### config.mk
export PLATFORM = sky130hd
export DESIGN_NAME = sdf8_isqrt
export DESIGN_NICKNAME = d
export VERILOG_FILES = /design/src/hdl/sdf8_isqrt.sv
export SDC_FILE = /design/constraint.sdc
export NUM_CORES = 1
export LEC_CHECK = 0
export BUFFER_PORTS_ARGS = -buffer_cell sky130_fd_sc_hd__buf_2
export CAP_MARGIN = 20
export CORE_AREA = 2 2 90 92
export CTS_CLUSTER_DIAMETER = 60
export DETAILED_ROUTE_END_ITERATION = 6
export DIE_AREA = 0 0 92 94
export HOLD_SLACK_MARGIN = 0.02
export PLACE_DENSITY = 0.76
export SLEW_MARGIN = 20
export SYNTH_ARGS = -nofsm -noshare
export SYNTH_HDL_FRONTEND = slang
export SYNTH_SLANG_ARGS = --single-unit
export TNS_END_PERCENT = 20
### constraint.sdc
create_clock -name i_clk -period 5.49 [get_ports i_clk]
set_input_delay 1.098 -clock i_clk [delete_from_list [all_inputs] [get_ports i_clk]]
set_output_delay 1.098 -clock i_clk [all_outputs]
set_load 0.02 [all_outputs]
### src/hdl/sdf8_isqrt.sv
//------------------------------------------------------------------------------
// sdf8_isqrt
// Iterative floor integer square root, one result bit per cycle.
//------------------------------------------------------------------------------
module sdf8_isqrt #(
    parameter int IN_BITS = 32
) (
    input  logic                 i_clk,
    input  logic                 i_rst_n,
    input  logic                 i_start,
    input  logic [IN_BITS-1:0]   i_value,
    output logic                 o_busy,
    output logic [IN_BITS/2-1:0] o_root
);
    localparam int RB = IN_BITS / 2;
    localparam int CB = $clog2(RB + 1);

    logic [RB-1:0]      r_root;
    logic [CB-1:0]      r_cnt;
    logic               r_busy;
    logic [IN_BITS-1:0] r_src;
    logic [RB+1:0]      w_part;
    logic [RB+1:0]      w_test;
    logic [RB+1:0]      r_pr;

    // Shift-subtract: consume two input bits per step.
    assign w_part = {r_pr[RB-1:0], r_src[IN_BITS-1 -: 2]};
    assign w_test = {r_root, 2'b01};

    always_ff @(posedge i_clk) begin
        if (!i_rst_n) begin
            r_busy <= 1'b0;
            r_cnt  <= '0;
        end else if (i_start) begin
            r_busy <= 1'b1;
            r_cnt  <= CB'(RB);
            r_src  <= i_value;
            r_pr   <= '0;
            r_root <= '0;
        end else if (r_busy) begin
            r_src <= r_src << 2;
            if (w_part >= w_test) begin
                r_pr   <= w_part - w_test;
                r_root <= {r_root[RB-2:0], 1'b1};
            end else begin
                r_pr   <= w_part;
                r_root <= {r_root[RB-2:0], 1'b0};
            end
            r_cnt <= r_cnt - 1'b1;
            if (r_cnt == CB'(1)) begin
                r_busy <= 1'b0;
            end
        end
    end

    assign o_busy = r_busy | i_start;
    assign o_root = r_root;
endmodule

==> flow_summary.toml, run 1 <==
[run_status]
run_status = "completed"

[hold_path]
hp-class = "reg -> reg"

[cells_and_area]
fin_util_pct = 56.1
final_area_mm2 = 0.00427
flow.area_growth_from_synthesis_pct = 14.2
antennaDiodeCount = 0
num-nets-final = 416
post_route_cells_drive_above_1_share_pct = 30.3

[worst_setup_path]
timing.critical_path.fanout_max = 2
cp.required_ps = 4390
critical_path.n_buffers_inverters = 2
data_arrival_time_of_the_critical_path_ps = 1630
worst_path_most_repeated_cell = "buf_2"
crit_chain = "buf_2 -> or2_2 -> buf_2"
timing.critical_path.slowest_cell_delay_ps = 270
end_kind = "output port"
critical_path.top_delay_family = "simple AND/OR/NAND/NOR gates"
timing.critical_path.slowest_stage_cell = "or2_2"
criticalPathCategory = "in -> out"
start_kind = "input pin"

[pwr]
p_comb_share_pct = 21.9
power.static_leakage_nw = 1.71
cellPowerDensity_mw_per_mm2 = 305
power.share.clock_pct = 28.2
p_int_mw = 0.924
netSwitchingFraction_pct = 28.9
power_frac_seq_pct = 49.9
power_switching_mw = 0.376
vdd_drop_max_mv = 0.201

[timing]
setup-violations-final = 0
final.setup.tns_ps = 0
final_hold_viol_count = 0
rsz_0062_raised_after_global_routing = "false"
fmax_mhz = 366
report.final.slew_viol_count = 0
period_needed_ps = 2730
max_slew.worst_pin.slew_ps = 792
max_slew_margin_pct = 47.2
period_share_pct = 49.7
skew_ps = 9.96

[routing]
via_count = 2482
drt-wirelength-per-cell_um = 13.7
detailedRoute.firstPassIterationCount = 4
route.detailed.drc = 0
vias_per_cell = 5.30
final_antenna_net_count = 0
drt_wl_total_um = 6430
detailedRoute.firstIterationViolations = 94

[synth]
adder_and_majority_gate_portion_of_the_synthesized_area_pct = 6.70
post_synth_main_area_contributors = "edfxtp_1 (51%), mux2_2 (9.0%), ha_1 (6.7%), nor2_1 (4.3%), dfxtp_1 (3.2%)"
dominant_combinational_cell_family_by_area_after_synthesis = "multiplexers"
synth_compound_gate_area_share_pct = 9.85
ys_seq_elements = 70
synth_flop_cell = "edfxtp_1"
post_synth_mux_area_share_pct = 12.0
fraction_of_post_synthesis_cell_area_in_the_top_cell_type_by_area_pct = 51.4
synthArstFlopShare_pct = 0
number_of_synthesis_warnings = 0
synthesized_area_fraction_occupied_by_and_or_nand_nor_cells_pct = 9.08
synthXorXnorAreaFrac_pct = 3.99
synth_sequential_area_ratio_pct = 54.7
synthDominantAreaCellType = "edfxtp_1"
post_synth_net_total = 362
synthesis.area_mm2 = 0.00374
postSynthAreaPerCell_um2 = 12.2
syn-instance-count = 307
number_of_synthesized_flops_with_an_enable_pin = 64
synth_cell_types = 48

[global_routing]
grt_first_pass_wirelength_um = 11000
grt_start_max_net_pins = 68
first_global_vias = 2478
track_usage_pct = 16.3
antenna_found_initial = 0
globalRoute.totalOverflow = 0

[clocking]
clock_latency_on_the_worst_skew_pair_ps = 350
cts_tree = "done"
cts.hold.buffers_added = 0
cts.clk_slew.worst_paths_ps = 70
cts-buffers-inserted = 9
number_of_sinks_driven_by_the_clock_tree = 70
post_cts.repair.setup_buffers = 0
ctsResizeCount = 0
clock-root-buffer = "clkbuf_8"
ctsLongestPathBuffers = 2
cts_max_level = 3

[placement]
place_congestion = 0.928
port_buffers = 51
post_placement_cell_area_mm2 = 0.00409
final_hpwl_from_detailed_placement_um = 4510

[die]
num_io_pins = 52
start_util_pct = 49.1
fp.dieH_um = 94
die_width_um = 92
placeableCoreArea_mm2 = 0.00761
num_rows = 32
die_area_mm2 = 0.00865

[flow_run]
cap_violations = 0
## synthesized netlist by cell type (all sizes together) (2+ instances only)
| cell type | n |
|---|---|
| inv | 24 |
| a211oi | 9 |
| nand2b | 2 |
| mux2i | 11 |
| o21ai | 8 |
| dfxtp | 6 |
| xor2 | 5 |
| nand2 | 9 |
| or2 | 2 |
| nand4 | 2 |
| edfxtp | 64 |
| and2 | 2 |
| clkbuf | 2 |
| xnor2 | 12 |
| o211ai | 2 |
| a21o | 6 |
| buf | 9 |
| nor2 | 43 |
| nor2b | 4 |
| o21a | 4 |
| ha | 20 |
| mux2 | 30 |
| nand3 | 5 |
| a21oi | 8 |
| a31oi | 2 |
## state kept, by name, indices dropped and copies added (netlist names)
name	count
r_src	32
o_root	16
r_pr	16
r_cnt	5
r_busy	1
## final timing paths
check | startpoint | endpoint | slack [ps] | cells past startpoint
worst max-delay path | i_start | o_busy | 2760 | 3
worst min-delay path | r_cnt[1] | r_cnt[1] | 520 | 2
worst max register to register | o_root[7] | r_pr[13] | 2830 | 10
worst min register to register | r_cnt[1] | r_cnt[1] | 520 | 2
## worst register-to-register path, stage by stage (launching register included)
cell and delay, ps:
edfxtp_1 350, inv_1 60, ha_1 370, a21oi_1 280, nor2_1 70, a2111oi_0 410
o21a_1 260, a2bb2oi_2 70, buf_4 230, or2_2 310, a21oi_1 120
## per-stage QoR
stage	total power, mW	hold slack, ps	instances	setup WS, ps
final	1.30	521	468	2760
after global routing	1.38	561	468	2560
after CTS	1.32	523	468	2760
after detailed placement	0.948	509	452	2760
after global placement	0.938	483	452	2760
after floorplan	0.884	469	307	2480
## routing by layer
layer  track usage [%]  vias up  wire length, um
met1              20.4     1176             2790
li1                  -     1228                -
met3              3.93       14              335
met4              7.96        0              158
met5                 0        -                0
met2              26.8       64             3150
## placed cells by master, fill, tap and decap left out, types with 2 or more instances in the layout
cell,synthesis,final
edfxtp_1,64,64
a211oi_1,8,8
o21ai_0,5,5
inv_1,24,23
xor2_1,5,5
nand2_1,9,9
clkinv_2,0,2
o21ai_2,2,2
nand3_1,5,5
a21o_1,5,5
ha_1,20,20
buf_2,1,51
and2_1,2,2
clkinvlp_4,0,3
nor2b_1,4,4
a31oi_1,2,2
a21oi_1,8,8
mux2i_1,11,11
clkbuf_8,0,9
nor2_1,43,43
or2_2,2,2
dfxtp_1,6,6
nand4_1,2,2
mux2_2,30,30
nand2b_1,2,2
o21a_1,4,4
buf_4,2,3
xnor2_1,12,12
## layout make-up
cell class / instances / area, um^2
fillers: 674 / 3340
multi-input cells: 202 / 1550
flip-flops and latches: 70 / 2040
well taps: 102 / 128
clock inverters: 7 / 50.0
inverters: 24 / 90.1
clock buffers: 9 / 124
repair buffers: 54 / 278
## power groups by stage
| stage | combinational, mW | clock, mW | sequential, mW |
|---|---|---|---|
| 2_1_floorplan | 0.218 | 0 | 0.666 |
| 4_1_cts | 0.289 | 0.381 | 0.649 |
| 3_3_place_gp | 0.279 | 0 | 0.659 |
| 5_1_grt | 0.320 | 0.405 | 0.654 |
| 3_5_place_dp | 0.287 | 0 | 0.661 |
| 6_report | 0.285 | 0.367 | 0.649 |
## cells by family (layout without fill, tap and decap cells)
group / after synthesis / after routing
buffers and inverters: 35 / 94
AND/OR/NAND/NOR: 75 / 75
AO/OA/AOI/OAI: 49 / 49
multiplexers: 41 / 41
XOR/XNOR: 17 / 17
flip-flops: 70 / 70
adder cells (fa/ha/maj): 20 / 20
No activity file was read; power rests on OpenSTA's default activity.
==> inputs of run 2 (changes only) <==
clock period = 2.8 ns   (was 5.49 ns; I/O delays follow)
==> run 2 against run 1 <==
Against the previous run: clock power increased by 110%; non-clock buffer count increased by 3; sequential share of layout area decreased by 0.68 points; largest cell class unchanged; highest routed layer unchanged.
==> flow_summary.toml, run 2 (synthesized netlist as in run 1, its figures left out) <==
[run_status]
run_status = "completed"

[placement]
post-place-cells = 455
place_congestion = 0.942
port_buffers = 51
post_placement_cell_area_mm2 = 0.00413
final_hpwl_from_detailed_placement_um = 4550

[worst_setup_path]
timing.critical_path.slowest_stage_cell = "ha_1"
data_arrival_time_of_the_critical_path_ps = 2650
worstRegToRegCells = 10
timing.critical_path.fanout_max = 14
end_kind = "flop"
worst-r2r-setup-slack_ps = 230
start_kind = "flop"
timing.critical_path.slowest_cell_delay_ps = 400
regToRegEndpoint = "r_pr[11]"
cp.required_ps = 2880
criticalPathCategory = "reg -> reg"
critical_path.reg2reg.startpoint = "o_root[9]"
crit_chain = "inv_1 -> ha_1 -> a21oi_1 -> nor2_1 -> a2111oi_0 -> o21a_1 -> a2bb2oi_4 -> buf_12 -> mux2i_1 -> nor2_1"
critPathLaunch = "o_root[9]"
worst_path_most_repeated_cell = "nor2_1"

[timing]
final_hold_viol_count = 0
final.setup.tns_ps = 0
period_needed_ps = 2570
skew_ps = 10.4
report.final.slew_viol_count = 0
setup-violations-final = 0
max_slew.worst_pin.slew_ps = 728
max_slew_margin_pct = 51.5
fmax_mhz = 389
rsz_0062_raised_after_global_routing = "false"
period_share_pct = 91.7

[routing]
drt-wirelength-per-cell_um = 14.0
drt_wl_total_um = 6590
detailedRoute.firstIterationViolations = 84
route.detailed.drc = 0
vias_per_cell = 5.19
final_antenna_net_count = 0
via_count = 2445
detailedRoute.firstPassIterationCount = 4

[clocking]
clock-root-buffer = "clkbuf_8"
cts_max_level = 3
cts-buffers-inserted = 9
cts.clk_slew.worst_paths_ps = 80
cts.hold.buffers_added = 0
ctsLongestPathBuffers = 2
cts_tree = "done"
number_of_sinks_driven_by_the_clock_tree = 70
clock_latency_on_the_worst_skew_pair_ps = 360

[hold_path]
hp-class = "in -> reg"
min_delay_path_depth = 2
min_from = "i_rst_n"
holdPathEnd = "r_cnt[4]"

[die]
num_io_pins = 52
die_width_um = 92
die_area_mm2 = 0.00865
num_rows = 32
start_util_pct = 49.1
placeableCoreArea_mm2 = 0.00761
fp.dieH_um = 94

[global_routing]
grt_start_max_net_pins = 68
first_global_vias = 2384
globalRoute.totalOverflow = 0
antenna_found_initial = 0
grt_first_pass_wirelength_um = 10800
track_usage_pct = 16.2

[pwr]
cellPowerDensity_mw_per_mm2 = 612
vdd_drop_max_mv = 0.330
power.static_leakage_nw = 1.74

[cells_and_area]
fin_util_pct = 56.9
post_route_cells_drive_above_1_share_pct = 30.9
flow.area_growth_from_synthesis_pct = 15.8
final_area_mm2 = 0.00433
ff_latch_area_mm2 = 0.00204
finalNonFillerCells = 471
multi_input_comb_area_mm2 = 0.00157
num-nets-final = 419
largest_register_ffs = 32
antennaDiodeCount = 0
layout.cells.most_common = "edfxtp_1"
n_fill_cell = 661
registers.top_by_ff_count = "r_src"
layout.cells.most_common_list = "edfxtp_1 (64), buf_2 (51), nor2_1 (43)"

[flow_run]
cap_violations = 0
[run 2: cell count changes in the layout (fill, tap and decap cells not counted)]
| cell | previous run | this run |
|---|---|---|
| buf_4 | 3 | 5 |
| inv_6 | 1 | 3 |
| clkinv_2 | 2 | 0 |
| inv_8 | 0 | 2 |
| a2bb2oi_4 | 0 | 1 |
| buf_12 | 0 | 1 |
| a2bb2oi_2 | 1 | 0 |
| clkinvlp_4 | 3 | 1 |
[run 2: layer usage]
layer | up-vias | GRT usage, % | share of wire (%)
met2 | 57 | 26.2 | 48
met1 | 1143 | 20.1 | 45
met5 | - | 0 | 0
li1 | 1235 | - | -
met4 | 0 | 6.84 | 1.8
met3 | 10 | 5.06 | 5.1
[run 2: metrics by stage]
stage          worst slack [ps]  power (mW)  hold WS, ps
5_1_grt                    30.6        2.79          445
3_3_place_gp                275        1.86          481
3_5_place_dp                193        1.88          499
4_1_cts                     172        2.66          420
2_1_floorplan               328        1.73          469
6_report                    232        2.65          434
[run 2: worst max path at each step]
stage	end	slack (ps)	cells after the start
2_1_floorplan	o_root[0]	330	3
3_3_place_gp	r_pr[9]	270	9
3_5_place_dp	r_pr[11]	190	9
4_1_cts	r_pr[4]	170	9
5_1_grt	r_pr[4]	30	10
6_report	r_pr[11]	230	10
[run 2: power by group]
group          internal, mW  switching [mW]  total (mW)
Sequential             1.24          0.0323        1.27
Combinational         0.269           0.322       0.591
Clock                 0.344           0.441       0.785
[run 2: layout make-up]
cell class / count / share of cell area (%)
inverters: 24 / 2.08
clock buffers: 9 / 2.86
clock inverters: 7 / 1.50
repair buffers: 57 / 7.23
well taps: 102 / 2.95
multi-input cells: 202 / 36.2
flip-flops and latches: 70 / 47.2
[run 2: what timing repair did]
| item | in CTS | in global routing |
|---|---|---|
| setup endpoints to repair | 0 | 9 |
| setup buffers | 0 | 0 |
| resized for setup | 0 | 1 |
[run 2: critical path: cells and delay by family, from the launching register on]
kind                       cells  cell delay (ps)
AOI/OAI and AO/OA              4             1030
muxes                          1              150
DFF                            1              350
adders and majority gates      1              400
buffers and inverters          2              220
and+or+nand+nor                2              120
